### src/rtl/aets_ram.sv
`timescale 1ns / 1ps
// -----------------------------------------------------------------------------
// aets_ram
// Generic single write, single read RAM with registered read data.
// -----------------------------------------------------------------------------
module aets_ram #(
  parameter int unsigned WIDTH = 8,
  parameter int unsigned DEPTH = 16
) (
  input  logic                     clk_i,
  input  logic                     we_i,
  input  logic [$clog2(DEPTH)-1:0] waddr_i,
  input  logic [WIDTH-1:0]         wdata_i,
  input  logic [$clog2(DEPTH)-1:0] raddr_i,
  output logic [WIDTH-1:0]         rdata_o
);

  logic [WIDTH-1:0] mem_q [DEPTH];

  always_ff @(posedge clk_i) begin
    if (we_i) begin
      mem_q[waddr_i] <= wdata_i;
    end
    rdata_o <= mem_q[raddr_i];
  end

endmodule

### config.mk
export PLATFORM = sky130hd
export DESIGN_NAME = aets_ram
export DESIGN_NICKNAME = d
export VERILOG_FILES = /design/src/rtl/aets_ram.sv
export SDC_FILE = /design/constraint.sdc
export NUM_CORES = 1
export LEC_CHECK = 0
export BUFFER_PORTS_ARGS = -buffer_cell sky130_fd_sc_hd__buf_2
export CAP_MARGIN = 10
export CORE_ASPECT_RATIO = 0.9
export CORE_MARGIN = 2
export CORE_UTILIZATION = 40
export DETAILED_ROUTE_END_ITERATION = 8
export SYNTH_ARGS = -nofsm -noshare
export SYNTH_HDL_FRONTEND = slang
export SYNTH_SLANG_ARGS = --single-unit
### constraint.sdc
create_clock -name clk_i -period 1.85 [get_ports clk_i]
set_input_delay 0.2775 -clock clk_i [delete_from_list [all_inputs] [get_ports clk_i]]
set_output_delay 0.2775 -clock clk_i [all_outputs]
set_load 0.03 [all_outputs]
# Word level (Yosys, flattened, before mapping)
# Memories as Yosys holds them, arrays and structs flattened. A register that Yosys moved wholly into a read port is not among the register bits.
# Cells that the tools add are included.
# totals
register_bits	0
latchBits	0
mem_bits_rw	128
rom_bits	0
word_cells	3
n_memories	1
# mem_list
memory	words	word_bits	read_ports	rd_ports_with_merged_regs	write_ports	line_no	source
mem_q	16	8	1	1	1	18	logic [WIDTH-1:0] mem_q [DEPTH];
# classes
add_sub_neg	0
n_mul	0
div_mod_pow	0
order_cmp	0
eq_ne	0
shift	0
muxes	2
bitwise	0
reduce_logical	0
# op_table
op	n
1-bit two-way mux	2

# Logic depth before layout (Yosys ltp)
# Gate-level depths: netlist of run 1.
# depth
word_depth	2
mapped_depth	5

# Worst setup path after synthesis of run 1
# Ideal clock, no wire load.
# synth_path
path_kind	input port to flip-flop
start	input port waddr_i[2]
end	memory mem_q[0][0] (enable)
setup_ns	0.383
arrival_time_ns	1.387
slack_ns	0.080
cell_stages	2
n_path_buf	0
cell_sequence	or3b_2 > nor3_1
# synth_rtl
item	line_no	source
start, declared	12	input logic [$clog2(DEPTH)-1:0] waddr_i,
end, declared	18	
# Straight into the memory's write port.

==> results of run 1 <==
==> synth_stat cells <==
cell,instances,area [um^2]
nor3_1,4,20.02
buf_2,3,15.01
or3b_2,1,8.760
nand3b_1,2,15.01
a22oi_1,16,120.1
mux4_2,18,405.4
nand3_1,1,5.000
and2b_1,1,7.510
and2_1,1,6.260
clkdlybuf4s25_2,3,30.03
nand2_1,9,33.78
nor2b_1,1,6.260
nor2_1,13,48.80
buf_4,1,7.510
mux4_1,14,367.9
dfxtp_1,8,160.2
nand2b_1,2,12.51
edfxtp_1,128,3844
buf_6,3,33.78
==> power breakdown <==
| group | switching (uW) | internal, uW |
|---|---|---|
| clock network | 1220 | 2460 |
| logic | 217 | 147 |
| registers | 19.3 | 3450 |
==> cell type report <==
type,count,area [um^2],area share
Clock buffer,20,456.7,0.07283
Clock inverter,12,197.7,0.03152
Multi-Input combinational cell,83,1057,0.1686
Sequential cell,136,4004,0.6385
Tap cell,164,205.2,0.03272
Timing Repair Buffer,50,350.3,0.05587
==> worst max-delay path: stages, from the launching register on <==
cell      delay (ps)
edfxtp_1         350
mux4_1           500
a22oi_1          340
nand2_1           90
==> registers in the layout, indices dropped and copies added (netlist names) <==
name and count:
mem_q 128, rdata_o 8
==> logic make-up (layout without fill, tap and decap cells) <==
logic type | count (synthesis) | in the layout | synth area share
flip-flops | 136 | 136 | 0.7778
AND/OR/NAND/NOR | 35 | 35 | 0.03184
multiplexers | 32 | 32 | 0.1502
AO/OA/AOI/OAI | 16 | 16 | 0.02334
buffers and inverters | 10 | 82 | 0.01677
==> per-stage QoR <==
stage          cells  worst slack (ps)  area (um^2)  hold slack (ps)
2_1_floorplan    229             79.63         5147            376.4
3_3_place_gp     433             117.0         5617            654.4
3_5_place_dp     433             106.2         5617            664.8
4_1_cts          465             450.5         6271            228.0
5_1_grt          465             352.3         6271            244.9
6_report         465             452.7         6271            245.1
==> layer usage <==
| metal | GRT usage | routed length (um) |
|---|---|---|
| met5 | 0 | 0 |
| met2 | 0.2355 | 4930 |
| met1 | 0.2225 | 4663 |
| met4 | 0.05606 | 78 |
| met3 | 0.05174 | 385 |
==> final timing paths <==
path / start / to / depth (start not counted)
max: mem_q[1][2] / rdata_o[2] / 3
min: wdata_i[3] / mem_q[0][3] / 1
max reg2reg: mem_q[1][2] / rdata_o[2] / 3
min reg2reg: mem_q[13][2] / rdata_o[2] / 3
==> out/metrics.csv, run 1 <==
stage;metric;value;unit
floorplanning;die_x;123.6;um
clock_network;post_cts_buffers;0;
layout;final_common_cell;edfxtp_1;
clock_network;cts_hold_buf;0;
detailed_routing;drtPass1Iterations;4;
floorplanning;die_area;13790;um^2
pwr;max-vdd-ir-drop;0.7580;mV
layout;drive_gt1_frac;0.3322;
sta;setup_viol;0;
logic_synthesis;yosys_register_bits;136;
logic_synthesis;syn_area;5147;um^2
sta;worstMarginPinSlew;469.2;ps
sta;rsz0062_at_grt;false;
sta;max_slew_margin;0.6872;
placement;dpl.hpwl;6497;um
floorplanning;core_area;12640;um^2
clock_network;clk_latency;410;ps
logic_synthesis;syn_nets;247;
pwr;fin_total_pwr;7504;uW
worst_hold_path;hold_class;primary input to flop;
layout;finalNetCount;306;
detailed_routing;drc_errors;0;
detailed_routing;wl;10060;um
pwr;leakage;0.002156;uW
critical_path;worstPathRequired;2140;ps
pwr;p_per_area;1197;nW/um^2
logic_synthesis;ys_seq_area_frac;0.7778;
layout;diodes;0;
detailed_routing;avgViaCountPerCell;5.286;
logic_synthesis;ys_types;19;
detailed_routing;antenna_left;0;
layout;layout_common_cells;edfxtp_1, buf_2, buf_4;
detailed_routing;drtIter0Drc;226;
global_route;grt_pass1_wl;15280;um
global_route;grt_pass1_vias;2620;
placement;gp_congestion;0.7279;
sta;slew_viol_final;0;
sta;max_freq;0.7156;GHz
placement;io_buffers;25;
logic_synthesis;netlist_instances;229;
critical_path;worst-path-max-fanout;1;
critical_path;cp.arrival;1690;ps
global_route;grt_use_total;0.1591;
floorplanning;rows;39;
floorplanning;die_h;111.6;um
logic_synthesis;synth.avg_cell_area;22.48;um^2
critical_path;path_class;flop to flop;
global_route;antenna_found_initial;0;
floorplanning;ios;26;
global_route;overflow;0;
clock_network;cts.sinks;136;
clock_network;ctsRootBufferMaster;clkbuf_16;
flow_run;cap_viol_max_count;0;
logic_synthesis;yosysWarnings;0;
clock_network;h-tree-depth;4;
global_route;grt_max_degree;27;
sta;period_share;0.7553;
clock_network;cts_tree;done;
sta;fin_crit;1397;ps
critical_path;ff2ff_setup_slack;450;ps
clock_network;clkTransAtPathRegs;60;ps
detailed_routing;wl_per_cell;21.63;um
status;status;completed;
critical_path;setup.worst_path.start_class;flop;
layout;area_growth;21.83;%
layout;final_util;0.4962;
sta;final.setup.tns;0;ps
critical_path;cp-end-kind;flop;
layout;num-fill-cells;1015;
sta;clock_skew;7.024;ps
clock_network;post_cts_resized;0;
clock_network;numCtsBuffers;17;
detailed_routing;via_count;2458;
sta;finalHoldViolCount;0;
floorplanning;start_util;0.4073;
clock_network;clk_path_buf_depth;2;
No activity file was read; power rests on OpenSTA's default activity.
==> run 2: changes to the inputs <==
- ABC_AREA: not set -> 1
- clock period: 1.85 -> 1.19 ns (I/O delays scaled with it)
==> run 2 against run 1 <==
Register-to-register slack lost 280 ps. Critical path depth shrank 2. Cell area grew 9.2%. Global-route usage grew 2.7 points. Critical path type is now flop to output pin. Largest power group is now sequential cells. Highest routed layer unchanged.
==> out/metrics.csv, run 2 <==
stage;metric;value;unit
status;status;completed;
sta;clock_skew;8.757;ps
sta;rsz0062_at_grt;false;
clock_network;cts_tree;done;
floorplanning;start_util;0.4103;
critical_path;worstPathRequired;1010;ps
detailed_routing;drc_errors;0;
global_route;grt_use_total;0.1857;
layout;largest-register;mem_q;
worst_hold_path;min_to;rdata_o[6];
clock_network;clk_path_buf_depth;2;
detailed_routing;wl_met2;6038;um
critical_path;max_stage_delay;350;ps
layout;fin_area;6848;um^2
placement;io_buffers;25;
global_route;grt_max_degree;65;
logic_synthesis;yosysMostFrequentCell;nand2_1;
logic_synthesis;yosysWarnings;0;
worst_hold_path;hold_depth;3;
sta;fin_hold_ws;117.8;ps
pwr;max-vdd-ir-drop;1.481;mV
sta;worstMarginPinSlew;408.7;ps
placement;dpl.hpwl;8195;um
detailed_routing;wl_met3;679;um
floorplanning;rows;41;
clock_network;cts_hold_buf;0;
pwr;fin_total_pwr;11380;uW
critical_path;cp.arrival;970;ps
pwr;netSwitchingFraction;0.2122;
logic_synthesis;synthSimpleGateAreaFrac;0.2105;
logic_synthesis;yosys.area.top_type;edfxtp_1;
layout;finalNetCount;616;
pwr;switching_power;2415;uW
clock_network;h-tree-depth;4;
logic_synthesis;yosys_register_bits;136;
floorplanning;die_h;117.9;um
flow_run;cap_viol_max_count;0;
critical_path;setup.worst_path.start_class;flop;
critical_path;path_class;flop to output pin;
logic_synthesis;synth_common_cells;nand2_1, edfxtp_1, inv_1;
placement;gp_congestion;0.8087;
critical_path;crit_slowest_cell;dfxtp_1;
critical_path;crit_chain;buf_2;
detailed_routing;antenna_left;0;
pwr;p_int;8963;uW
logic_synthesis;synth.avg_cell_area;10.47;um^2
detailed_routing;drtIter0Drc;320;
logic_synthesis;netlist_instances;551;
sta;slew_viol_final;0;
logic_synthesis;synth_top_family_by_area;simple AND/OR/NAND/NOR gates;
detailed_routing;via_count;3770;
clock_network;post_cts_buffers;0;
clock_network;ctsRootBufferMaster;clkbuf_16;
clock_network;post_cts_resized;0;
floorplanning;core_area;14060;um^2
logic_synthesis;async_flop_share;0;
layout;area_growth;18.75;%
detailed_routing;avgViaCountPerCell;4.689;
worst_hold_path;hold_class;primary input to flop;
clock_network;clkTransAtPathRegs;60;ps
global_route;grt_pass1_wl;20840;um
critical_path;worst-path-max-fanout;1;
logic_synthesis;synthAdderAreaFrac;0;
clock_network;numCtsBuffers;17;
detailed_routing;top_layer;met4;
floorplanning;die_area;15390;um^2
critical_path;crit_family;flip-flops;
sta;fin_crit;1150;ps
clock_network;clk_latency;420;ps
detailed_routing;drtPass1Iterations;4;
logic_synthesis;syn_nets;569;
floorplanning;ios;26;
logic_synthesis;synth_flop_cell;edfxtp_1;
logic_synthesis;synth_compound_area_frac;0;
pwr;p_per_area;1661;nW/um^2
critical_path;cp-end-kind;output pin;
critical_path;r2r_cells;6;
global_route;grt_pass1_vias;3771;
global_route;antenna_found_initial;0;
pwr;leakage;0.002980;uW
floorplanning;die_x;130.6;um
sta;max_freq;0.8696;GHz
logic_synthesis;synth_area_leaders;edfxtp_1, nand2_1, nand3_1;
critical_path;ff2ff_setup_slack;170;ps
pwr;seqPwrFrac;0.474;
logic_synthesis;ys_seq_area_frac;0.6943;
logic_synthesis;muxShareOfSynthArea;0;
critical_path;worst_r2r_endpoint;rdata_o[3];
layout;largest_reg_flops;128;
pwr;combPwrFrac;0.067;
logic_synthesis;ys_types;12;
detailed_routing;met1_length;6294;um
placement;placed_cell_area;6257;um^2
sta;period_share;0.9663;
layout;layout_common_cells;nand2_1, edfxtp_1, inv_1;
global_route;overflow;0;
worst_hold_path;hp-start;raddr_i[3];
detailed_routing;wl_per_cell;16.43;um
detailed_routing;wl;13210;um
pwr;pwr-share-clk;0.459;
logic_synthesis;synth_top_area_share;0.6665;
logic_synthesis;synthXorXnorAreaFrac;0;
critical_path;cp_num_buf_inv;1;
sta;setup_viol;0;
logic_synthesis;syn_area;5767;um^2
layout;final_common_cell;nand2_1;
critical_path;r2r_start;mem_q[1][3];
layout;drive_gt1_frac;0.1344;
layout;largestRegisters;mem_q: 128 flops, rdata_o: 8 flops;
clock_network;cts.sinks;136;
logic_synthesis;synth_edf_count;128;
sta;max_slew_margin;0.7275;
sta;finalHoldViolCount;0;
run 2: cell count changes after synthesis, moves of 3 or more:
| cell | delta |
|---|---|
| inv_1 | +100 |
| mux4_1 | -14 |
| clkdlybuf4s25_2 | -3 |
| buf_2 | +10 |
| mux4_2 | -18 |
| nand3_1 | +96 |
| buf_4 | +3 |
| nor2_1 | +4 |
| nand2_1 | +164 |
| a22oi_1 | -16 |
| nor3_1 | -4 |
| buf_6 | +3 |
run 2: cells by family after synthesis:
family,Yosys count
simple gates,289
buf+inv,126
flops,136
run 2: power by group through the flow:
stage | Clock (uW) | Sequential (uW) | Combinational, uW
finish | 5230 | 5390 | 763
global route | 5540 | 5390 | 837
CTS | 5310 | 5390 | 769
detailed placement | 0 | 5490 | 766
global placement | 0 | 5490 | 754
floorplan | 0 | 5540 | 378
run 2: worst register-to-register path, stage by stage, from the launching register on:
cell	delay, ps
edfxtp_1	360
inv_1	60
nand2_1	40
nand3_1	90
nand3_1	140
nand3_1	150
nand2_1	70
run 2: worst max path at each step:
stage / start / endpoint / slack, ps / depth (start not counted)
after floorplan: waddr_i[3] / mem_q[4][0] / 60 / 2
after global placement: raddr_i[0] / rdata_o[6] / -50 / 7
after detailed placement: raddr_i[0] / rdata_o[2] / -70 / 7
after CTS: rdata_o[1] / rdata_o[1] / 30 / 1
after global routing: rdata_o[1] / rdata_o[1] / 10 / 1
final: rdata_o[1] / rdata_o[1] / 40 / 1
run 2: layer usage:
layer	global-route usage	up-vias
met5	0	-
met4	0.06250	0
met3	0.05318	14
met2	0.2676	89
met1	0.2695	1798
li1	-	1869
run 2: layout make-up:
type | count | area (um^2)
multi-input combinational | 289 | 1214
inverter | 102 | 382.9
antenna | 1 | 2.502
tap | 193 | 241.5
sequential | 136 | 4004
clock buffer | 22 | 464.2
fill | 1287 | 7208
clock inverter | 9 | 123.9
timing repair buffer | 52 | 415.4
run 2: stage by stage:
stage | instances | setup WS (ps) | utilization | setup TNS [ps]
after floorplan | 551 | 60.66 | - | 0
after global placement | 772 | -51.76 | 0.4452 | -575.5
after detailed placement | 772 | -71.83 | 0.4452 | -714.7
after CTS | 803 | 27.18 | 0.4870 | 0
after global routing | 803 | 14.71 | 0.4870 | 0
final | 804 | 40.05 | 0.4872 | 0
==> run 3: changes to the inputs <==
- CORE_MARGIN: 2 -> not set
==> run 3 against run 2 <==
Via count up 1.6%. Clock skew up 0.78 ps. Sequential cell count unchanged. Core utilization down 0.30 points. Clock power down 4.6%. Global-route usage up 0.56 points. Critical path type unchanged. Highest routed layer unchanged. Critical endpoint is now rdata_o[4]. Register-to-register slack about the same. Combinational power down 0.9%.
==> out/metrics.csv, run 3 (synthesis gave the netlist of run 2 again) <==
stage;metric;value;unit
flow_run;cap_viol_max_count;0;
critical_path;max_stage_delay;350;ps
pwr;max-vdd-ir-drop;0.8890;mV
layout;final_common_cell;nand2_1;
sta;worstMarginPinSlew;387.3;ps
clock_network;h-tree-depth;4;
detailed_routing;avgViaCountPerCell;4.764;
floorplanning;die_area;14900;um^2
detailed_routing;drc_errors;0;
sta;final.setup.tns;0;ps
global_route;grt_pass1_vias;3569;
layout;ff_latch_area;4004;um^2
detailed_routing;wl;12910;um
critical_path;path_class;flop to output pin;
layout;largestRegisters;mem_q: 128 flops, rdata_o: 8 flops;
floorplanning;die_h;115.9;um
status;status;completed;
critical_path;cp.arrival;980;ps
critical_path;crit_chain;buf_2;
layout;num-fill-cells;1302;
placement;io_buffers;25;
global_route;grt_use_total;0.1912;
clock_network;clk_latency;420;ps
layout;layout_common_cells;nand2_1, edfxtp_1, inv_1;
critical_path;cp_num_buf_inv;1;
global_route;grt_max_degree;65;
critical_path;r2r_cells;6;
clock_network;clkTransAtPathRegs;60;ps
placement;gp_congestion;0.8015;
clock_network;ctsRootBufferMaster;clkbuf_16;
sta;clock_skew;9.539;ps
floorplanning;start_util;0.4103;
placement;dpl.hpwl;7813;um
critical_path;cp-end-kind;output pin;
layout;area_growth;18.01;%
sta;setup_viol;0;
critical_path;worst-path-max-fanout;1;
worst_hold_path;hold_depth;1;
sta;max_slew_margin;0.7418;
floorplanning;ios;26;
detailed_routing;drtIter0Drc;369;
clock_network;post_cts_resized;1;
global_route;grt_pass1_wl;20220;um
global_route;antenna_found_initial;0;
global_route;overflow;0;
sta;period_share;0.9728;
layout;largest-register;mem_q;
pwr;p_per_area;1637;nW/um^2
critical_path;crit_family;flip-flops;
layout;finalNetCount;616;
layout;diodes;0;
clock_network;post_cts_buffers;0;
clock_network;cts_tree;done;
clock_network;cts.sinks;136;
layout;drive_gt1_frac;0.1277;
detailed_routing;via_count;3830;
sta;slew_viol_final;0;
clock_network;cts_hold_buf;0;
placement;dp_cells;772;
sta;layout_setup_ws;32.39;ps
sta;finalHoldViolCount;0;
critical_path;crit_slowest_cell;dfxtp_1;
detailed_routing;drtPass1Iterations;5;
layout;multiInputGateArea;1214;um^2
layout;final_cells;804;
sta;fin_crit;1158;ps
worst_hold_path;hold_class;primary input to flop;
critical_path;setup.worst_path.start_class;flop;
floorplanning;core_area;14060;um^2
layout;largest_reg_flops;128;
critical_path;cp_num_cells;1;
sta;rsz0062_at_grt;false;
detailed_routing;antenna_left;0;
sta;fin_hold_ws;169.4;ps
floorplanning;rows;41;
clock_network;clk_path_buf_depth;2;
layout;final_util;0.4842;
clock_network;numCtsBuffers;17;
pwr;leakage;0.002956;uW
placement;dp_slack;-70.31;ps
critical_path;worstPathRequired;1010;ps
sta;max_freq;0.8638;GHz
floorplanning;die_x;128.6;um
detailed_routing;wl_per_cell;16.05;um
## run 3: power by group
part | internal (uW) | switching (uW)
clock network | 3180 | 1810
registers | 5360 | 33.1
logic | 230 | 527
## run 3: final cells by class
type	instances	area share
Timing Repair Buffer	52	0.05957
Tap cell	193	0.03548
Clock buffer	27	0.07097
Inverter	102	0.05626
Sequential cell	136	0.5883
Clock inverter	5	0.01103
Multi-Input combinational cell	289	0.1783
## run 3: stage by stage
step                      area, um^2  total power, uW
after floorplan                 5767             5921
after global placement          6245             6237
after detailed placement        6245             6242
after CTS                       6805            11200
after global routing            6805            11480
final                           6805            11140
## run 3: path summary, 6_finish.rpt
kind         slack (ps)     endpoint          from
max                  30   rdata_o[4]    rdata_o[4]
min                 170  mem_q[9][2]    wdata_i[2]
max reg2reg         160   rdata_o[7]   mem_q[3][7]
min reg2reg         670   rdata_o[2]  mem_q[12][2]
## run 3: worst reg2reg max path, delay by kind of cell, from the launching register on
kind,cells,cell delay (ps)
simple gates,5,510
buf+inv,1,60
flops,1,360
## run 3: routing by layer
metal / vias to the layer above / wire length, um / GRT usage
met5: - / 0 / 0
met4: 0 / 147 / 0.06745
met3: 14 / 622 / 0.04340
met2: 105 / 5708 / 0.2782
met1: 1843 / 6430 / 0.2809
li1: 1868 / - / -
